[src/fpd_pkg.sv]
// ----------------------------------------------------------------------------
// fpd_pkg
// shared types, register indexes and reset values of the flight phase detector
// ----------------------------------------------------------------------------
package fpd_pkg;

    localparam int QUEUE_DEPTH = 2;

    localparam int CFG_IDX_W  = 3;
    localparam int CFG_DATA_W = 16;

    localparam logic [CFG_IDX_W-1:0] CFG_MIN_SATELLITES = 3'd0;
    localparam logic [CFG_IDX_W-1:0] CFG_TAKEOFF_SPEED  = 3'd1;
    localparam logic [CFG_IDX_W-1:0] CFG_LANDING_SPEED  = 3'd2;
    localparam logic [CFG_IDX_W-1:0] CFG_TAKEOFF_HOLD   = 3'd3;
    localparam logic [CFG_IDX_W-1:0] CFG_LANDING_HOLD   = 3'd4;

    localparam logic [4:0]  RST_MIN_SATELLITES = 5'd4;
    localparam logic [15:0] RST_TAKEOFF_SPEED  = 16'd400;
    localparam logic [15:0] RST_LANDING_SPEED  = 16'd120;
    localparam logic [15:0] RST_TAKEOFF_HOLD   = 16'd2000;
    localparam logic [15:0] RST_LANDING_HOLD   = 16'd5000;

    typedef enum logic [2:0] {
        PH_PRE     = 3'd0,
        PH_TAKEOFF = 3'd1,
        PH_FLIGHT  = 3'd2,
        PH_LANDING = 3'd3,
        PH_POST    = 3'd4
    } t_phase;

    typedef struct packed {
        logic [4:0]  min_satellites;
        logic [15:0] takeoff_speed;
        logic [15:0] landing_speed;
        logic [15:0] takeoff_hold;
        logic [15:0] landing_hold;
    } t_cfg;

    typedef struct packed {
        logic        manual;
        logic        takeoff_ok;
        logic        landing_ok;
        logic [31:0] now_ms;
    } t_item;

endpackage

[src/fpd_front.sv]
// ----------------------------------------------------------------------------
// fpd_front
// accepts input beats and classifies each sample against the thresholds
// ----------------------------------------------------------------------------
module fpd_front
    import fpd_pkg::*;
(
    input  logic        i_in_valid,
    output logic        o_in_stall,
    input  logic        i_mode,
    input  logic [31:0] i_now_ms,
    input  logic        i_gps_fix,
    input  logic [4:0]  i_satellites,
    input  logic [15:0] i_ground_speed,
    input  t_cfg        i_cfg,
    input  logic        i_queue_full,
    output logic        o_push,
    output t_item       o_item
);

    assign o_in_stall = i_queue_full;
    assign o_push     = i_in_valid && !i_queue_full;

    always_comb begin
        o_item.manual     = i_mode;
        o_item.takeoff_ok = i_gps_fix && (i_satellites >= i_cfg.min_satellites)
                            && (i_ground_speed > i_cfg.takeoff_speed);
        o_item.landing_ok = i_gps_fix && (i_ground_speed < i_cfg.landing_speed);
        o_item.now_ms     = i_now_ms;
    end

endmodule

[src/fpd_queue.sv]
// ----------------------------------------------------------------------------
// fpd_queue
// short fifo of classified items between front and back
// ----------------------------------------------------------------------------
module fpd_queue
    import fpd_pkg::*;
#(
    parameter int DEPTH = QUEUE_DEPTH
) (
    input  logic  i_clk,
    input  logic  i_rst_n,
    input  logic  i_push,
    input  t_item i_item,
    input  logic  i_pop,
    output logic  o_full,
    output logic  o_empty,
    output t_item o_item
);

    localparam int PW = (DEPTH > 1) ? $clog2(DEPTH) : 1;
    localparam int CW = $clog2(DEPTH + 1);

    t_item         r_mem [DEPTH];
    logic [PW-1:0] r_wr_ptr, n_wr_ptr;
    logic [PW-1:0] r_rd_ptr, n_rd_ptr;
    logic [CW-1:0] r_count, n_count;

    assign o_full  = (r_count == CW'(DEPTH));
    assign o_empty = (r_count == '0);
    assign o_item  = r_mem[r_rd_ptr];

    always_comb begin
        n_wr_ptr = r_wr_ptr;
        n_rd_ptr = r_rd_ptr;
        n_count  = r_count;
        if (i_push) begin
            n_wr_ptr = (r_wr_ptr == PW'(DEPTH - 1)) ? '0 : r_wr_ptr + 1'b1;
        end
        if (i_pop) begin
            n_rd_ptr = (r_rd_ptr == PW'(DEPTH - 1)) ? '0 : r_rd_ptr + 1'b1;
        end
        if (i_push && !i_pop) begin
            n_count = r_count + 1'b1;
        end else if (!i_push && i_pop) begin
            n_count = r_count - 1'b1;
        end
    end

    always_ff @(posedge i_clk) begin
        if (!i_rst_n) begin
            r_wr_ptr <= '0;
            r_rd_ptr <= '0;
            r_count  <= '0;
        end else begin
            r_wr_ptr <= n_wr_ptr;
            r_rd_ptr <= n_rd_ptr;
            r_count  <= n_count;
        end
    end

    always_ff @(posedge i_clk) begin
        if (i_push) begin
            r_mem[r_wr_ptr] <= i_item;
        end
    end

endmodule

[src/fpd_back.sv]
// ----------------------------------------------------------------------------
// fpd_back
// phase state machine with hold timers and the result register
// ----------------------------------------------------------------------------
module fpd_back
    import fpd_pkg::*;
(
    input  logic       i_clk,
    input  logic       i_rst_n,
    input  t_cfg       i_cfg,
    input  logic       i_empty,
    input  t_item      i_item,
    output logic       o_pop,
    output logic       o_out_valid,
    input  logic       i_out_stall,
    output logic [2:0] o_flight_phase
);

    t_phase      r_phase, n_phase;
    logic        r_tk_pend, n_tk_pend;
    logic [31:0] r_tk_start, n_tk_start;
    logic        r_ld_pend, n_ld_pend;
    logic [31:0] r_ld_start, n_ld_start;
    logic        r_out_valid, n_out_valid;
    logic [2:0]  r_out_phase, n_out_phase;
    logic [31:0] tk_elapsed;
    logic [31:0] ld_elapsed;

    assign o_pop          = !i_empty && (!r_out_valid || !i_out_stall);
    assign o_out_valid    = r_out_valid;
    assign o_flight_phase = r_out_phase;
    assign tk_elapsed     = i_item.now_ms - r_tk_start;
    assign ld_elapsed     = i_item.now_ms - r_ld_start;

    always_comb begin
        n_phase     = r_phase;
        n_tk_pend   = r_tk_pend;
        n_tk_start  = r_tk_start;
        n_ld_pend   = r_ld_pend;
        n_ld_start  = r_ld_start;
        n_out_valid = r_out_valid && i_out_stall;
        n_out_phase = r_out_phase;
        if (o_pop) begin
            if (i_item.manual) begin
                if (r_phase == PH_PRE) begin
                    n_phase   = PH_TAKEOFF;
                    n_tk_pend = 1'b0;
                end
            end else begin
                unique case (r_phase)
                    PH_TAKEOFF: n_phase = PH_FLIGHT;
                    PH_LANDING: n_phase = PH_POST;
                    PH_FLIGHT: begin
                        if (i_item.landing_ok) begin
                            if (!r_ld_pend) begin
                                n_ld_pend  = 1'b1;
                                n_ld_start = i_item.now_ms;
                            end else if (ld_elapsed >= {16'd0, i_cfg.landing_hold}) begin
                                n_phase   = PH_LANDING;
                                n_ld_pend = 1'b0;
                            end
                        end else begin
                            n_ld_pend = 1'b0;
                        end
                    end
                    default: begin
                        if (i_item.takeoff_ok) begin
                            if (!r_tk_pend) begin
                                n_tk_pend  = 1'b1;
                                n_tk_start = i_item.now_ms;
                            end else if (tk_elapsed >= {16'd0, i_cfg.takeoff_hold}) begin
                                n_phase   = PH_TAKEOFF;
                                n_tk_pend = 1'b0;
                            end
                        end else begin
                            n_tk_pend = 1'b0;
                        end
                    end
                endcase
            end
            n_out_valid = 1'b1;
            n_out_phase = n_phase;
        end
    end

    always_ff @(posedge i_clk) begin
        if (!i_rst_n) begin
            r_phase     <= PH_PRE;
            r_tk_pend   <= 1'b0;
            r_tk_start  <= '0;
            r_ld_pend   <= 1'b0;
            r_ld_start  <= '0;
            r_out_valid <= 1'b0;
        end else begin
            r_phase     <= n_phase;
            r_tk_pend   <= n_tk_pend;
            r_tk_start  <= n_tk_start;
            r_ld_pend   <= n_ld_pend;
            r_ld_start  <= n_ld_start;
            r_out_valid <= n_out_valid;
        end
    end

    always_ff @(posedge i_clk) begin
        r_out_phase <= n_out_phase;
    end

endmodule

[src/flight_phase_detector_top.sv]
// ----------------------------------------------------------------------------
// flight_phase_detector_top
// five-phase flight detector: front classifies, queue decouples, back decides
// ----------------------------------------------------------------------------
// a taken input beat passes through the queue and then the result register
// throughput: one item per cycle while the result side does not stall, set by the back stage
// the queue absorbs QUEUE_DEPTH items while the result side stalls
// reset: synchronous, clears phase, pending flags, queue and result valid,
// and loads the default thresholds and hold times
// ----------------------------------------------------------------------------
module flight_phase_detector_top
    import fpd_pkg::*;
#(
    parameter int QDEPTH = QUEUE_DEPTH
) (
    input  logic                  i_clk,
    input  logic                  i_rst_n,
    input  logic                  i_cfg_we,
    input  logic [CFG_IDX_W-1:0]  i_cfg_idx,
    input  logic [CFG_DATA_W-1:0] i_cfg_data,
    input  logic                  i_in_valid,
    output logic                  o_in_stall,
    input  logic                  i_mode,
    input  logic [31:0]           i_now_ms,
    input  logic                  i_gps_fix,
    input  logic [4:0]            i_satellites,
    input  logic [15:0]           i_ground_speed,
    output logic                  o_out_valid,
    input  logic                  i_out_stall,
    output logic [2:0]            o_flight_phase
);

    t_cfg  r_cfg, n_cfg;
    logic  push;
    logic  pop;
    logic  full;
    logic  empty;
    t_item front_item;
    t_item queue_item;

    always_comb begin
        n_cfg = r_cfg;
        if (i_cfg_we) begin
            unique case (i_cfg_idx)
                CFG_MIN_SATELLITES: n_cfg.min_satellites = i_cfg_data[4:0];
                CFG_TAKEOFF_SPEED:  n_cfg.takeoff_speed  = i_cfg_data;
                CFG_LANDING_SPEED:  n_cfg.landing_speed  = i_cfg_data;
                CFG_TAKEOFF_HOLD:   n_cfg.takeoff_hold   = i_cfg_data;
                CFG_LANDING_HOLD:   n_cfg.landing_hold   = i_cfg_data;
                default:            n_cfg = r_cfg;
            endcase
        end
    end

    always_ff @(posedge i_clk) begin
        if (!i_rst_n) begin
            r_cfg.min_satellites <= RST_MIN_SATELLITES;
            r_cfg.takeoff_speed  <= RST_TAKEOFF_SPEED;
            r_cfg.landing_speed  <= RST_LANDING_SPEED;
            r_cfg.takeoff_hold   <= RST_TAKEOFF_HOLD;
            r_cfg.landing_hold   <= RST_LANDING_HOLD;
        end else begin
            r_cfg <= n_cfg;
        end
    end

    fpd_front u_front (
        .i_in_valid     (i_in_valid),
        .o_in_stall     (o_in_stall),
        .i_mode         (i_mode),
        .i_now_ms       (i_now_ms),
        .i_gps_fix      (i_gps_fix),
        .i_satellites   (i_satellites),
        .i_ground_speed (i_ground_speed),
        .i_cfg          (r_cfg),
        .i_queue_full   (full),
        .o_push         (push),
        .o_item         (front_item)
    );

    fpd_queue #(
        .DEPTH (QDEPTH)
    ) u_queue (
        .i_clk   (i_clk),
        .i_rst_n (i_rst_n),
        .i_push  (push),
        .i_item  (front_item),
        .i_pop   (pop),
        .o_full  (full),
        .o_empty (empty),
        .o_item  (queue_item)
    );

    fpd_back u_back (
        .i_clk          (i_clk),
        .i_rst_n        (i_rst_n),
        .i_cfg          (r_cfg),
        .i_empty        (empty),
        .i_item         (queue_item),
        .o_pop          (pop),
        .o_out_valid    (o_out_valid),
        .i_out_stall    (i_out_stall),
        .o_flight_phase (o_flight_phase)
    );

endmodule

[config.mk]
export PLATFORM = sky130hd
export DESIGN_NAME = flight_phase_detector_top
export DESIGN_NICKNAME = d
export VERILOG_FILES = /design/src/fpd_pkg.sv /design/src/fpd_front.sv /design/src/fpd_queue.sv /design/src/fpd_back.sv /design/src/flight_phase_detector_top.sv
export SDC_FILE = /design/constraint.sdc
export NUM_CORES = 1
export LEC_CHECK = 0
export ABC_AREA = 1
export BUFFER_PORTS_ARGS = -buffer_cell sky130_fd_sc_hd__buf_2
export CORE_MARGIN = 2
export CORE_UTILIZATION = 65
export CTS_CLUSTER_DIAMETER = 30
export CTS_CLUSTER_SIZE = 20
export DETAILED_ROUTE_END_ITERATION = 16
export GPL_TIMING_DRIVEN = 0
export PLACE_DENSITY_LB_ADDON = 0.3
export REMOVE_ABC_BUFFERS = 1
export SLEW_MARGIN = 30
export SYNTH_ARGS = -nofsm -noshare
export SYNTH_HDL_FRONTEND = slang
export SYNTH_SLANG_ARGS = --single-unit
[constraint.sdc]
create_clock -name i_clk -period 9 [get_ports i_clk]
set_input_delay 0.45 -clock i_clk [delete_from_list [all_inputs] [get_ports i_clk]]
set_output_delay 0.45 -clock i_clk [all_outputs]
set_load 0.03 [all_outputs]
==> metrics.txt, run 1 <==
switching power 2821 uW; mapped cell area 0.01434 mm2; Die Y 152.5 um; endpoints failing hold 0; Startpoint Class flip-flop; vias in the first global route 12800; placed inst area 0.01510 mm2; Port Buffers 83; Main synth FF type dfxtp_1; CTS tree done; non-filler instance count after layout 2486; Setup CP Type flip-flop to flip-flop; Final Core Density 0.7688; Mapped Cells 2074; vias after detailed routing 13451; crit path capture type flip-flop; CTS Buf Count 45; part of the cycle the worst path needs 0.6076; Seq/Total Area, Yosys 0.3539; first-pass GRT wire length 60690 um; hold path start i_now_ms[27]; Async S/R FF share, synth 0; CP Max Fanout 36; full die area 0.02326 mm2; maximum clock frequency 0.1829 GHz; Sw Share 0.4523; Clk Latency, worst-skew pair 0.56 ns; Post-synth EDFFs 73; pins over their slew limit 0; Post-Route Skew 0.01821 ns; core area 0.02176 mm2; residual DRC count 0; WL/cell 15.07 um; clock share of power 0.281; overall routing resource usage 0.3191; share of layout cells above drive strength 1 0.09837; peak supply drop 0.0003222 V; clock-pin slew on the worst setup and hold paths 0.05 ns; DP Worst Slack 3.654 ns; P per Cell Area 372.9 mW/mm2; I/O pins 84; arrival time worst endpoint 5.77 ns; GRT overflow 0; WL final 37460 um; setup violators final 0; Seq pwr share 0.195; Antenna Cells 0; clock period minus worst slack 5.468 ns; Worst-Margin Slew 0.8951 ns; Layout Nets 2384; final worst setup slack 3.532 ns; RSZ-0062 raised after global routing false; Syn-to-layout area delta 16.65%; Min-Delay Path Class primary input to flip-flop; CTS Buffer Depth 3; # Max-Cap Violations 0; Final Cell Area 0.01673 mm2; H-tree level count 2; setup TNS 0 ns; Comb power frac 0.524; floorplan row count 54; Cell Int Power 3416 uW; clk root buf clkbuf_16; largest net degree at the start of global routing 104; CTS resizes 0; DP HPWL 27860 um; initial antenna violation count 0; Ys Warns 0; leakage 0.008241 uW; mean number of vias per cell 5.411; 1st-iter DRT viols 991; Synth cell types 47; dpl cells 2403; Die Wd 152.5 um; Final Wtd Congestion 0.9830; Mapped Avg Cell Area 6.914 um2; drt pass-1 iters 5; Setup Fix Bufs, Post-CTS 0; Synth Register Bits 217; Initial Utilization 0.6591; Rel. slew slack 0.4011; status finished clean; hold buffers post-CTS 0; WP data required 9.31 ns; Post-DRT Antenna Nets 0; Num Clock Sinks 217
==> sequential cells by signal, summed over array words and instances, names as in the netlist, 2 cells and up, named ones only <==
| name | flops |
|---|---|
| u_queue.r_mem | 70 |
| u_back.r_tk_start | 32 |
| u_back.o_flight_phase | 3 |
| r_cfg | 69 |
| u_queue.r_count | 2 |
| u_back.r_phase | 3 |
| u_back.r_ld_start | 32 |
==> cells in the final DEF, fill, tap and decap left out, types with 7 or more instances in the layout <==
cell	n
nand2_1	600
inv_1	390
a21oi_1	184
dfxtp_1	143
o21ai_0	135
ha_1	133
nor2_1	129
buf_2	82
edfxtp_1	73
nand3_1	69
clkbuf_16	45
xor2_1	30
nand4_1	18
nand2_2	16
nor3_1	15
o211ai_1	15
o21bai_1	10
clkinvlp_4	8
nand3_2	7
nor2_2	7
nand3b_1	7
clkinv_4	7
bufinv_16	7
==> area by class of cell <==
type	instances	area, um2
tap	280	350.3
multi-input combinational	1419	7632
clock inverter	32	451.7
timing repair buffer	92	564.3
inverter	395	1483
sequential	217	5076
fill	1626	5030
clock buffer	51	1169
==> kinds of logic (layout without fill, tap and decap cells) <==
| family | count (synthesis) | in the layout | share of synthesized area |
|---|---|---|---|
| AOI/OAI and AO/OA | 369 | 369 | 0.1387 |
| xor gates and xnor gates | 32 | 32 | 0.02007 |
| adders and majority gates | 135 | 135 | 0.1188 |
| buffers and inverters | 438 | 570 | 0.1152 |
| DFF | 217 | 217 | 0.3539 |
| muxes | 1 | 1 | 0.0006981 |
| and+or+nand+nor | 882 | 882 | 0.2526 |
==> cell usage after synthesis, drive strengths merged (2+ instances only) <==
library cell,instances,share of area
o21ai,141,0.051
nand3b,7,0.0037
o211ai,15,0.0079
o21a,3,0.0016
or2,5,0.0022
fa,2,0.0028
ha,133,0.12
a21oi,186,0.065
nand3,76,0.029
o21bai,10,0.0052
nor2,139,0.038
nor3,16,0.0056
dfxtp,144,0.20
inv,394,0.10
clkbuf,41,0.011
a31oi,2,0.00087
nand4,18,0.0079
a211oi,5,0.0026
buf,2,0.0010
edfxtp,73,0.15
nand2,616,0.16
xor2,31,0.019
and2,4,0.0017
==> worst paths after layout <==
kind | end | slack [ns] | cells after the start
min | u_queue.r_mem[1][27]$_DFFE_PP_ | 0.08 | 1
max | u_back.o_flight_phase[0]$_DFFE_PP_ | 3.53 | 27
min reg2reg | r_cfg[49]$_SDFFE_PN0P_ | 0.45 | 2
max reg2reg | u_back.o_flight_phase[0]$_DFFE_PP_ | 3.53 | 27
==> power by group through the flow <==
stage	logic [uW]	registers, uW	clock network [uW]
2_1_floorplan	2390	1230	0
3_3_place_gp	3080	1230	0
3_5_place_dp	3190	1230	0
4_1_cts	3230	1220	1760
5_1_grt	3720	1230	1810
6_report	3270	1220	1750
==> critical path, cell delays in order, from the launching register on <==
cell,delay [ns]
dfxtp_2,0.86
inv_2,0.50
or2_2,0.41
o21ai_0,0.16
inv_1,0.24
ha_1,0.39
nand3_1,0.10
nand2_2,0.14
nand2_1,0.08
nand2_1,0.14
nand2_1,0.10
nand2_2,0.12
xor2_1,0.24
ha_1,0.29
nand2_1,0.08
nor2_1,0.05
a211oi_1,0.18
nand2_1,0.09
nor2_1,0.11
nand3_1,0.11
nor2_1,0.18
nand3_2,0.21
nand3_1,0.14
nand2_1,0.06
clkinv_1,0.06
nand2_1,0.07
nand2_2,0.08
inv_1,0.04
==> per-layer routing <==
| metal | share of wire | up-vias | GRT usage |
|---|---|---|---|
| met1 | 0.43 | 6094 | 0.4214 |
| met2 | 0.46 | 439 | 0.5324 |
| met4 | 0.034 | 0 | 0.1208 |
| met5 | 0 | - | 0 |
| met3 | 0.077 | 106 | 0.04949 |
| li1 | - | 6812 | - |
==> stage by stage <==
step | power, uW | hold WS [ns]
final | 6236 | 0.07606
after global routing | 6760 | 0.07429
after CTS | 6212 | 0.06881
after detailed placement | 4419 | 0.4433
after global placement | 4310 | 0.4352
after floorplan | 3625 | 0.4255
(Power assumes the default switching activity.)
==> run 2: changes to the inputs <==
--- a/config.mk
+++ b/config.mk
@@ -8,7 +8,7 @@
 export ABC_AREA = 1
 export BUFFER_PORTS_ARGS = -buffer_cell sky130_fd_sc_hd__buf_2
 export CORE_MARGIN = 2
-export CORE_UTILIZATION = 65
+export CORE_UTILIZATION = 56
 export CTS_CLUSTER_DIAMETER = 30
 export CTS_CLUSTER_SIZE = 20
 export DETAILED_ROUTE_END_ITERATION = 16
==> constraint.sdc (replaced) <==
create_clock -name i_clk -period 4.97 [get_ports i_clk]
set_input_delay 0.2485 -clock i_clk [delete_from_list [all_inputs] [get_ports i_clk]]
set_output_delay 0.2485 -clock i_clk [all_outputs]
set_load 0.03 [all_outputs]
==> metrics.txt, run 2 (same netlist as run 1, synthesis figures left out) <==
Syn-to-layout area delta 19.35%; CTS Buf Count 46 (+2.2%); mean number of vias per cell 5.157 (-4.7%); part of the cycle the worst path needs 0.9115 (+0.3039); Setup CP Type flip-flop to flip-flop; WL final 37340 um (-0.31%); Port Buffers 83 (unchanged); met2 wire length 17260 um (+0.82%); met3 routed WL 1954 um (-32%); hold_ws 0.02898 ns (-0.04708 ns); arrival time worst endpoint 4.83 ns (-0.94 ns); Layout Nets 2421 (+1.6%); Startpoint Class flip-flop; clock period minus worst slack 4.530 ns (-0.9384 ns); # Max-Cap Violations 0 (unchanged); initial antenna violation count 0 (unchanged); clk root buf clkbuf_16; vias in the first global route 12729 (-0.55%); peak supply drop 0.0005415 V (+68%); Post-DRT Antenna Nets 0 (unchanged); non-filler instance count after layout 2574 (+3.5%); clock-pin slew on the worst setup and hold paths 0.05 ns (about the same); biggest regs u_queue.r_mem x70, r_cfg x69; share of layout cells above drive strength 1 0.09893 (+0.0005624); Final Wtd Congestion 0.9470 (-3.7%); 1st-iter DRT viols 845 (-15%); P per Cell Area 649.3 mW/mm2 (+74%); GRT overflow 0 (unchanged); floorplan row count 58 (+7.4%); Worst-Margin Slew 0.8448 ns (-0.05031 ns); largest net degree at the start of global routing 78 (-25%); Post-Route Skew 0.01516 ns (-0.003044 ns); Die Wd 164.0 um (+7.5%); I/O pins 84 (unchanged); crit path capture type flip-flop; status finished clean; maximum clock frequency 0.2208 GHz (+21%); vias after detailed routing 13273 (-1.3%); CP Max Fanout 34 (-5.6%); residual DRC count 0 (unchanged); CTS Buffer Depth 3 (unchanged); endpoints failing hold 0 (unchanged); Die Y 164.0 um (+7.5%); Largest register FFs 70 (unchanged); Biggest register u_queue.r_mem; Num Clock Sinks 217 (unchanged); most common cell after layout, fill and taps aside nand2_1; Final Core Density 0.6796 (-0.08924); overall routing resource usage 0.2796 (-0.03957); fillers 2156 (+33%); leakage 0.008361 uW (+1.5%); highest routed layer met4; dpl cells 2453 (+2.1%); Clk Latency, worst-skew pair 0.54 ns (-0.02 ns); Rel. slew slack 0.4347 (+0.03367); DP HPWL 27880 um (about the same); Min-Delay Path Class primary input to flip-flop; full die area 0.02690 mm2 (+16%); setup violators final 0 (unchanged); most frequent cells in the layout 600 x nand2_1, 390 x inv_1, 184 x a21oi_1; H-tree level count 2 (unchanged); pins over their slew limit 0 (unchanged); drt pass-1 iters 6 (+1); Multi-input gate area 0.007637 mm2 (about the same); core area 0.02518 mm2 (+16%); sequential cell area 0.005079 mm2 (about the same); WL/cell 14.51 um (-3.7%); Initial Utilization 0.5694 (-0.08966); first-pass GRT wire length 59970 um (-1.2%); WP data required 5.27 ns (-4.04 ns); Antenna Cells 0 (unchanged); CTS tree done; RSZ-0062 raised after global routing false; Post-Route M1 WL 17130 um (+5.8%)
[run 2: area by class of cell]
class	instances	share of cell area
flip-flops and latches	217	0.2968
clock inverters	34	0.01989
inverters	395	0.08708
multi-input cells	1419	0.4463
repair buffers	128	0.05506
clock buffers	51	0.07078
well taps	330	0.02413
[run 2: repair_timing]
action	in CTS	in global routing
endpoints found under the setup margin	8	7
setup buffers	0	1
hold endpoints to repair	68	0
gates resized for setup	2	3
hold buffers	35	0
[run 2: path summary, 6_finish.rpt]
kind / start / end / slack (ns) / cells after the start
min: i_cfg_data[8] / r_cfg[24]$_SDFFE_PN1P_ / 0.03 / 3
max reg2reg: flip-flop / u_back.o_flight_phase[0]$_DFFE_PP_ / 0.44 / 27
min reg2reg: u_queue.r_rd_ptr$_SDFFE_PN0P_ / flip-flop / 0.44 / 1
max: flip-flop / u_back.o_flight_phase[0]$_DFFE_PP_ / 0.44 / 27
[run 2: metrics by stage]
| step | setup TNS (ns) | area (um2) | power (uW) | worst slack, ns |
|---|---|---|---|---|
| finish | 0 | 17110 | 11110 | 0.4400 |
| global route | 0 | 17110 | 12130 | 0.07096 |
| CTS | 0 | 17080 | 11070 | 0.1021 |
| detailed placement | -1.484 | 15170 | 8024 | -0.3837 |
| global placement | -12.40 | 15000 | 7862 | -1.065 |
| floorplan | 0 | 14170 | 6564 | 0.3897 |
[run 2: routing by layer]
layer	track usage	vias up
met4	0.08413	0
met5	0	-
met1	0.3669	6019
met3	0.04116	69
met2	0.4775	303
li1	-	6882
[run 2: report_power, final]
group | switching (uW) | leakage, uW | internal, uW
Clock | 1070 | 0.000722 | 1900
Combinational | 3920 | 0.00579 | 2040
Sequential | 103 | 0.00185 | 2080
Total | 5090 | 0.00836 | 6020
[run 2: worst max-delay path, cell delays in order (launching register included)]
cell and delay (ns):
dfxtp_4 0.54, inv_8 0.15, or2_2 0.30, o21ai_0 0.16, inv_1 0.24, ha_1 0.37
nand2_1 0.10, nor2_4 0.13, nand2_1 0.07, nand3_2 0.08, nand2_1 0.08, nand2_2 0.13
xor2_1 0.18, ha_1 0.26, a21oi_1 0.15, nor2_1 0.06, a211oi_2 0.18, nand2_1 0.10
nor2_1 0.11, nand3_1 0.08, nor2_1 0.19, nand3_2 0.22, nand3_1 0.13, nand2_1 0.06
clkinv_1 0.05, nand2_1 0.06, nand2_2 0.07, inv_1 0.04
